**config.mk**
```make
export PLATFORM = sky130hd
export DESIGN_NAME = alpha_blend_pixel_top
export DESIGN_NICKNAME = d
export VERILOG_FILES = /design/src/rtl/core/abp_pkg.sv /design/src/rtl/core/alpha_blend_pixel_top.sv
export SDC_FILE = /design/constraint.sdc
export NUM_CORES = 2
export LEC_CHECK = 0
export BUFFER_PORTS_ARGS = -buffer_cell sky130_fd_sc_hd__buf_2
export CAP_MARGIN = 40
export CORE_MARGIN = 2
export CORE_UTILIZATION = 40
export DETAILED_ROUTE_END_ITERATION = 10
export HOLD_SLACK_MARGIN = 0.12
export PLACE_DENSITY = 0.68
export REMOVE_ABC_BUFFERS = 1
export SLEW_MARGIN = 0
export SYNTH_ARGS = -nofsm -noshare
export SYNTH_HDL_FRONTEND = slang
export SYNTH_SLANG_ARGS = --single-unit
```
**constraint.sdc**
```tcl
create_clock -name clk -period 7.94 [get_ports clk]
set_input_delay 0.794 -clock clk [delete_from_list [all_inputs] [get_ports clk]]
set_output_delay 0.794 -clock clk [all_outputs]
set_load 0.01 [all_outputs]
```
**src/rtl/core/abp_pkg.sv**
```systemverilog
// Constants and helpers for the alpha blend pixel pipeline.
// No dependencies; used by the top level and its checker.
package abp_pkg;

	localparam int unsigned CHAN_W  = 8;
	localparam int unsigned COORD_W = 13;
	localparam int unsigned DIM_W   = 13;
	localparam int unsigned PROD_W  = 2 * CHAN_W;
	localparam int unsigned CFG_IDX_W = 2;

	// Largest surface size used for clipping.
	localparam logic [DIM_W-1:0] MAX_DIM = DIM_W'(4096);

	localparam logic [CHAN_W-1:0] CHAN_MAX = '1;

	// Configuration register indexes.
	localparam logic [CFG_IDX_W-1:0] CFG_GLOBAL_ALPHA   = 2'd0;
	localparam logic [CFG_IDX_W-1:0] CFG_SURFACE_WIDTH  = 2'd1;
	localparam logic [CFG_IDX_W-1:0] CFG_SURFACE_HEIGHT = 2'd2;

	localparam logic [CHAN_W-1:0] RST_GLOBAL_ALPHA   = 8'd255;
	localparam logic [DIM_W-1:0]  RST_SURFACE_WIDTH  = 13'd640;
	localparam logic [DIM_W-1:0]  RST_SURFACE_HEIGHT = 13'd480;

	// Truncating divide by 255, exact for x up to 255 * 255.
	function automatic logic [CHAN_W-1:0] div255(input logic [PROD_W-1:0] x);
		logic [PROD_W:0] sum;
		sum = {1'b0, x} + (PROD_W+1)'(1) + (PROD_W+1)'(x >> CHAN_W);
		return sum[PROD_W-1:CHAN_W];
	endfunction

	// Clamp a surface size to the supported maximum.
	function automatic logic [DIM_W-1:0] clamp_dim(input logic [DIM_W-1:0] d);
		return (d > MAX_DIM) ? MAX_DIM : d;
	endfunction

endpackage

```
**src/rtl/core/alpha_blend_pixel_top.sv**
```systemverilog
// Source-over ARGB8888 pixel blender, four-stage pipeline.
// Depends on abp_pkg (constants, divide-by-255 helper).
//
// Usage:
//   Input channel: raise start with one source pixel, the destination pixel
//   under it and its signed coordinates. busy stays low, so a word is taken
//   at every rising edge with start high: one pixel per clock.
//   Result channel: done marks one result word for exactly one cycle. The
//   word is registered in each of the pipeline stages and comes out in input
//   order. The receiver cannot hold results off, so the pipeline never stalls.
//   Configuration: cfg_we with cfg_index / cfg_data writes global alpha,
//   surface width or surface height; index 3 is dropped. Write only while
//   no pixel is in flight.
//   Reset: arst_n low clears all stage valid bits and loads global alpha
//   255 and a 640 x 480 surface. Pixels in flight are dropped.
//   Clipped pixels and pixels whose scaled alpha is zero come out with
//   write_enable low and all channels zero.
module alpha_blend_pixel_top (
	input  logic                                   clk,
	input  logic                                   arst_n,
	// command channel
	input  logic                                   start,
	output logic                                   busy,
	input  logic signed [abp_pkg::COORD_W-1:0]     dest_x,
	input  logic signed [abp_pkg::COORD_W-1:0]     dest_y,
	input  logic        [abp_pkg::CHAN_W-1:0]      src_alpha,
	input  logic        [abp_pkg::CHAN_W-1:0]      src_red,
	input  logic        [abp_pkg::CHAN_W-1:0]      src_green,
	input  logic        [abp_pkg::CHAN_W-1:0]      src_blue,
	input  logic        [abp_pkg::CHAN_W-1:0]      dst_alpha,
	input  logic        [abp_pkg::CHAN_W-1:0]      dst_red,
	input  logic        [abp_pkg::CHAN_W-1:0]      dst_green,
	input  logic        [abp_pkg::CHAN_W-1:0]      dst_blue,
	// result channel
	output logic                                   done,
	output logic                                   write_enable,
	output logic        [abp_pkg::CHAN_W-1:0]      out_alpha,
	output logic        [abp_pkg::CHAN_W-1:0]      out_red,
	output logic        [abp_pkg::CHAN_W-1:0]      out_green,
	output logic        [abp_pkg::CHAN_W-1:0]      out_blue,
	// configuration write port
	input  logic                                   cfg_we,
	input  logic        [abp_pkg::CFG_IDX_W-1:0]   cfg_index,
	input  logic        [abp_pkg::DIM_W-1:0]       cfg_data
);

	localparam int unsigned CW = abp_pkg::CHAN_W;
	localparam int unsigned PW = abp_pkg::PROD_W;
	localparam int unsigned DW = abp_pkg::DIM_W;

	// Configuration registers.
	logic [CW-1:0] global_alpha_q;
	logic [DW-1:0] surface_width_q;
	logic [DW-1:0] surface_height_q;

	always_ff @(posedge clk or negedge arst_n) begin
		if (!arst_n) begin
			global_alpha_q   <= abp_pkg::RST_GLOBAL_ALPHA;
			surface_width_q  <= abp_pkg::RST_SURFACE_WIDTH;
			surface_height_q <= abp_pkg::RST_SURFACE_HEIGHT;
		end else if (cfg_we) begin
			unique case (cfg_index)
				abp_pkg::CFG_GLOBAL_ALPHA:   global_alpha_q   <= cfg_data[CW-1:0];
				abp_pkg::CFG_SURFACE_WIDTH:  surface_width_q  <= cfg_data;
				abp_pkg::CFG_SURFACE_HEIGHT: surface_height_q <= cfg_data;
				default: ; // drop writes to unused indexes
			endcase
		end
	end

	// The pipeline takes a word every cycle.
	assign busy = 1'b0;

	logic accept;
	assign accept = start && !busy;

	// ---------------------------------------------------------------
	// Stage 1: clip test and source alpha times global alpha.
	// ---------------------------------------------------------------
	logic [DW-1:0] width_lim;
	logic [DW-1:0] height_lim;
	logic          in_bounds;

	assign width_lim  = abp_pkg::clamp_dim(surface_width_q);
	assign height_lim = abp_pkg::clamp_dim(surface_height_q);
	// A negative coordinate is always outside; otherwise compare unsigned.
	assign in_bounds = !dest_x[abp_pkg::COORD_W-1] && !dest_y[abp_pkg::COORD_W-1]
		&& (DW'(unsigned'(dest_x)) < width_lim)
		&& (DW'(unsigned'(dest_y)) < height_lim);

	logic          vld_s1;
	logic          in_bounds_s1;
	logic [PW-1:0] aprod_s1;
	logic [CW-1:0] sr_s1, sg_s1, sb_s1;
	logic [CW-1:0] da_s1, dr_s1, dg_s1, db_s1;

	always_ff @(posedge clk or negedge arst_n) begin
		if (!arst_n) begin
			vld_s1 <= 1'b0;
		end else begin
			vld_s1 <= accept;
		end
	end

	always_ff @(posedge clk) begin
		in_bounds_s1 <= in_bounds;
		aprod_s1     <= PW'(src_alpha) * PW'(global_alpha_q);
		sr_s1        <= src_red;
		sg_s1        <= src_green;
		sb_s1        <= src_blue;
		da_s1        <= dst_alpha;
		dr_s1        <= dst_red;
		dg_s1        <= dst_green;
		db_s1        <= dst_blue;
	end

	// ---------------------------------------------------------------
	// Stage 2: scaled alpha = product / 255.
	// ---------------------------------------------------------------
	logic          vld_s2;
	logic          in_bounds_s2;
	logic [CW-1:0] alpha_s2;
	logic [CW-1:0] sr_s2, sg_s2, sb_s2;
	logic [CW-1:0] da_s2, dr_s2, dg_s2, db_s2;

	always_ff @(posedge clk or negedge arst_n) begin
		if (!arst_n) begin
			vld_s2 <= 1'b0;
		end else begin
			vld_s2 <= vld_s1;
		end
	end

	always_ff @(posedge clk) begin
		in_bounds_s2 <= in_bounds_s1;
		alpha_s2     <= abp_pkg::div255(aprod_s1);
		sr_s2        <= sr_s1;
		sg_s2        <= sg_s1;
		sb_s2        <= sb_s1;
		da_s2        <= da_s1;
		dr_s2        <= dr_s1;
		dg_s2        <= dg_s1;
		db_s2        <= db_s1;
	end

	// ---------------------------------------------------------------
	// Stage 3: per-channel weighted sums s*a + d*(255-a); one lane each.
	// ---------------------------------------------------------------
	logic [CW-1:0] inv_alpha;
	assign inv_alpha = abp_pkg::CHAN_MAX - alpha_s2;

	logic          vld_s3;
	logic          write_s3;
	logic          opaque_s3;
	logic [CW-1:0] alpha_s3;
	logic [CW-1:0] sr_s3, sg_s3, sb_s3;
	logic [PW-1:0] mix_r_s3, mix_g_s3, mix_b_s3;
	logic [PW-1:0] dst_a_s3;

	always_ff @(posedge clk or negedge arst_n) begin
		if (!arst_n) begin
			vld_s3 <= 1'b0;
		end else begin
			vld_s3 <= vld_s2;
		end
	end

	always_ff @(posedge clk) begin
		write_s3  <= in_bounds_s2 && (alpha_s2 != '0);
		opaque_s3 <= (alpha_s2 == abp_pkg::CHAN_MAX);
		alpha_s3  <= alpha_s2;
		sr_s3     <= sr_s2;
		sg_s3     <= sg_s2;
		sb_s3     <= sb_s2;
		// Sums never exceed 255 * 255, so 16 bits hold them.
		mix_r_s3  <= PW'(PW'(sr_s2) * PW'(alpha_s2) + PW'(dr_s2) * PW'(inv_alpha));
		mix_g_s3  <= PW'(PW'(sg_s2) * PW'(alpha_s2) + PW'(dg_s2) * PW'(inv_alpha));
		mix_b_s3  <= PW'(PW'(sb_s2) * PW'(alpha_s2) + PW'(db_s2) * PW'(inv_alpha));
		dst_a_s3  <= PW'(da_s2) * PW'(inv_alpha);
	end

	// ---------------------------------------------------------------
	// Stage 4: divide by 255, pick opaque / blended / skipped result.
	// ---------------------------------------------------------------
	logic          vld_s4;
	logic          we_s4;
	logic [CW-1:0] alpha_s4, red_s4, green_s4, blue_s4;

	always_ff @(posedge clk or negedge arst_n) begin
		if (!arst_n) begin
			vld_s4 <= 1'b0;
		end else begin
			vld_s4 <= vld_s3;
		end
	end

	always_ff @(posedge clk) begin
		we_s4 <= write_s3;
		priority if (!write_s3) begin
			// clipped or fully transparent: report zeros
			alpha_s4 <= '0;
			red_s4   <= '0;
			green_s4 <= '0;
			blue_s4  <= '0;
		end else if (opaque_s3) begin
			// opaque source replaces the destination
			alpha_s4 <= abp_pkg::CHAN_MAX;
			red_s4   <= sr_s3;
			green_s4 <= sg_s3;
			blue_s4  <= sb_s3;
		end else begin
			// alpha accumulates; sum never exceeds 255
			alpha_s4 <= alpha_s3 + abp_pkg::div255(dst_a_s3);
			red_s4   <= abp_pkg::div255(mix_r_s3);
			green_s4 <= abp_pkg::div255(mix_g_s3);
			blue_s4  <= abp_pkg::div255(mix_b_s3);
		end
	end

	assign done         = vld_s4;
	assign write_enable = we_s4;
	assign out_alpha    = alpha_s4;
	assign out_red      = red_s4;
	assign out_green    = green_s4;
	assign out_blue     = blue_s4;

endmodule

```
# Word level (Yosys, flattened, before mapping)

Index checks and enable logic that the tools add are counted.

Logic and storage cells: 87
Register bits: 307
Bits of input ports: 109
Output and inout port bits: 35

Add/subtract/negate cells: 15
Reductions and logical operators: 11
Equality and inequality tests: 3
Magnitude comparators: 4
Multiplexer cells: 6
Multipliers: 8

Operators with widths:

| operator                                                        | number |
|---|---|
| 8-bit by 8-bit multiplier with 16-bit output                    | 8 |
| 16-bit by 1-bit adder with 16-bit output, second input constant | 5 |
| 16-bit by 8-bit adder with 16-bit output                        | 5 |
| 16-bit adder                                                    | 3 |
| 8-bit two-way mux                                               | 4 |
| 13-bit greater-than comparator, second input constant           | 2 |
| 13-bit < comparator                                             | 2 |
| 13-bit two-way mux                                              | 2 |
| 8-bit adder                                                     | 1 |
| 8-bit == test, second input constant                            | 1 |
| 8-bit nonzero test                                              | 1 |
| 8-bit subtractor, first input constant                          | 1 |
| 2-bit AND reduction                                             | 3 |
| 1-bit logical AND                                               | 4 |
| 2-bit by 1-bit == test with 1-bit output, second input constant | 1 |
| 2-bit == test, second input constant                            | 1 |
| 1-bit logical NOT                                               | 2 |
| 2-bit logical NOT                                               | 1 |

# Logic depth before layout (Yosys ltp)

Depth in word-level cells: 5
Depth in mapped cells: 23
Mapped depth without buffers: 21

# Worst setup path before layout

Ideal clock, no wire load.

Path type: flip-flop to flip-flop
Start point: register alpha_s2[7]
End point: register mix_b_s3[14]
Buffers on the path: 2
Arrival time: 5.391 ns
Setup time: 0.123 ns
Required time: 7.817 ns
Cell stages (with the launch flop): 21
Period minus slack after synthesis: 5.514 ns
Slack: 2.426 ns
Cells stage by stage: dfxtp_1 buf_1 clkbuf_1 nand2_1 fa_1 inv_1 fa_1 inv_1 fa_1 fa_1 fa_1 fa_1 inv_1 ha_1 nor3_1 o211ai_1 a31o_2 a21o_1 a21oi_1 a21oi_1 xor2_1

Cells in the longest elaborated chain, start to end: 3
Elaborated cells on any way between the ends: 4
Those cells by class: add/sub: 2; mul: 2

RTL lines:

| what                                         | line                         | RTL |
|---|---|---|
| start, declared                              | alpha_blend_pixel_top.sv:122 | `logic [CW-1:0] alpha_s2;` |
| start signal, assigned                       | alpha_blend_pixel_top.sv:136 | `alpha_s2 <= abp_pkg::div255(aprod_s1);` |
| 8-bit subtractor                             | alpha_blend_pixel_top.sv:150 | `assign inv_alpha = abp_pkg::CHAN_MAX - alpha_s2;` |
| 8-bit by 8-bit multiplier with 16-bit output | alpha_blend_pixel_top.sv:178 | `mix_b_s3 <= PW'(PW'(sb_s2) * PW'(alpha_s2) + PW'(db_s2) * PW'(inv_alpha));` |
| 16-bit adder *                               | alpha_blend_pixel_top.sv:178 |  |
| end signal, assigned                         | alpha_blend_pixel_top.sv:178 |  |
| end, declared                                | alpha_blend_pixel_top.sv:157 | `logic [PW-1:0] mix_r_s3, mix_g_s3, mix_b_s3;` |

Every way passes the cells marked *; elsewhere a longest branch is shown, timed or not.
A chain may end at the register's enable or synchronous reset.

# Worst setup path in the final report

Start point: register alpha_s2[2]
End point: register mix_b_s3[14]

Same word-level chain as after synthesis.

==> flow_summary.ini <==
[routing]
ant_nets = 0
drt-wirelength-per-cell_um = 14.67
drc = 0
route.vias.total = 17556
dr.pass1.iters = 5
drt_iter0_drc = 757
viasPerCell = 4.755
wl_um = 54170

[logic_synthesis]
synth_top_family_by_area = adder cells
synthMuxAreaShare = 0.01563
synthAdderAreaFrac = 0.4231
synth.distinct_cells = 63
synth_compound_area_frac = 0.05758
postSynthCellCount = 2674
synth_area_leaders = fa_1 27%, dfxtp_1 20%, ha_1 15%
synth-seq-cells = 307
yosysTopAreaCellShare = 0.2711
synth-simple-area-share = 0.1491
synth_seq_area_share = 0.2383
yosysTopAreaCell = fa_1
synth_common_cells = 509 x inv_1, 361 x fa_1, 324 x ha_1, 269 x dfxtp_1, 178 x nor2b_1
avgSynthCellArea_sq_um = 9.970
synth_xor_area_frac = 0.03482
yosys_warnings = 0
ys.flop_type = dfxtp_1
synth-edff-count = 0
synth_most_common_cell = inv_1
ys_async_sr_fraction = 0.1238
netlist_area_sq_um = 26660

[clock_network]
cts_sinks = 307
ctsHoldBuffers = 0
cts_resized = 0
cts_root_buffer = clkbuf_16
tritoncts.num_buffers = 36
clk_latency_ns = 0.54
clk_pin_slew_ns = 0.06
htreeDepth = 2
cts_tree = done
post_cts_buffers = 0
cts_max_path_buffers = 3

[timing]
timing_hold_violations_final = 0
fin_setup_tns_ns = 0
fmax_mhz = 166.9
tightest_slew_ns = 0.8943
setup_viol = 0
min_period_ns = 5.991
maxSlewViolCount = 0
clock_skew_ns = 0.01410
min_period_over_period = 0.7545
slew_headroom = 0.4038
rsz0062_at_grt = false

[global_route]
grt_pass1_wl_um = 91220
grt_max_degree = 43
grt_overflow = 0
grt_pass1_vias = 18504
grt_use_total = 0.1653
grt_antenna_before_repair = 4

[place]
dp_hpwl_um = 42150
placed_cell_area_sq_um = 28320
port_buffers = 142
globalplace.congestion = 0.8260

[critical_path]
cp_max_fo = 38
cp.required_ns = 8.36
arrival_ns = 6.41
crit_type = reg2reg
rr_startpoint = alpha_s2[2]$_DFF_P_
r2r-end = mix_b_s3[14]$_DFF_P_
rr_worst_depth = 19
start_kind = register
cp-end-kind = register
r2r_slack_ns = 1.95

[flow_run]
maxCapViolations = 0

[final_layout]
syn_to_final_growth_pct = 10.70
diodes = 0
fin_nets = 3597
fin_area_sq_um = 29510
drive_gt1_frac = 0.1047

[floorplanning]
core.rowCount = 94
core_sq_um = 65860
initial_utilization = 0.4048
io_pins = 144
die_w_um = 262.2
fp.dieH_um = 262.2
die-area_sq_um = 68730

[worst_hold_path]
hp-class = reg2reg
hold_path_end = sr_s2[1]$_DFF_P_
holdPathStages = 0
min_from = sr_s1[1]$_DFF_P_

[status]
status = completed
routing by layer:
layer,track usage,up-vias,share of wire
met3,0.02431,67,0.038
met5,0,-,0.00065
met4,0.04802,6,0.026
li1,-,8535,-
met2,0.2868,280,0.48
met1,0.2136,8668,0.45
final cells by class:
cell class	instances	area, sq um
clock buffers	43	998.5
clock inverters	20	197.7
fillers	6299	36350
inverters	509	1911
multi-input cells	1794	18150
flip-flops and latches	307	6364
well taps	864	1081
repair buffers	155	808.3
through the flow:
stage	instances	setup WS (ns)	hold slack, ns	util
after floorplan	2610	2.133	0.3096	-
after global placement	3629	2.058	0.3107	0.4299
after detailed placement	3629	1.920	0.3121	0.4299
after CTS	3692	1.908	0.3138	0.4481
after global routing	3692	1.566	0.3257	0.4481
final	3692	1.949	0.3169	0.4481
logic make-up (layout without fill, tap and decap cells):
group           count (synthesis)  in the layout
flops                         307            307
xor+xnor                      106            106
compound gates                235            235
fa+ha+maj                     685            685
simple gates                  727            727
mux                            37             37
buf+inv                       576            727
other cells                     1              4
worst max-delay path, cell delays in order, from the launching register on:
cell and delay, ns:
dfxtp_2 0.85, buf_4 0.40, nand2_1 0.11, fa_1 0.50, fa_1 0.54, inv_1 0.05
fa_1 0.48, fa_1 0.51, fa_1 0.49, inv_1 0.05, fa_1 0.47, inv_1 0.04
ha_1 0.20, nor3_1 0.16, o211ai_1 0.12, a31o_2 0.26, a21o_1 0.17, a21oi_1 0.22
a21oi_1 0.11, xor2_1 0.15
how the worst max path moves through the flow:
stage / from / end / slack [ns] / depth (start not counted)
floorplan: alpha_s2[1]$_DFF_P_ / mix_b_s3[14]$_DFF_P_ / 2.13 / 18
global placement: alpha_s2[2]$_DFF_P_ / mix_b_s3[14]$_DFF_P_ / 2.06 / 19
detailed placement: alpha_s2[1]$_DFF_P_ / mix_g_s3[15]$_DFF_P_ / 1.92 / 17
CTS: alpha_s2[1]$_DFF_P_ / mix_g_s3[15]$_DFF_P_ / 1.91 / 17
global route: alpha_s2[2]$_DFF_P_ / mix_b_s3[14]$_DFF_P_ / 1.57 / 19
finish: alpha_s2[2]$_DFF_P_ / mix_b_s3[14]$_DFF_P_ / 1.95 / 19
placed cells by master, fill, tap and decap left out, types with 14 or more instances in the layout:
cell type / count
nand3_1: 20
o21a_1: 16
and2_1: 143
a21oi_1: 78
mux2_2: 37
ha_1: 324
a21o_1: 19
fa_1: 361
nor2_1: 58
buf_2: 142
clkbuf_16: 37
dfrtp_1: 24
xnor2_1: 78
nand2b_1: 99
inv_1: 509
dfxtp_1: 261
nor2b_1: 178
nor3_1: 14
xor2_1: 28
o21ai_0: 51
nand2_1: 166
dfstp_2: 14
sequential cells by signal, indices dropped and copies added (netlist names), 13 cells and up:
name and cells:
surface_width_q 13, mix_r_s3 16, aprod_s1 16, surface_height_q 13, mix_b_s3 16, dst_a_s3 16
mix_g_s3 16
Power is not shown: default switching activity piles up to over one toggle a cycle in this logic, so the estimate is an artifact.
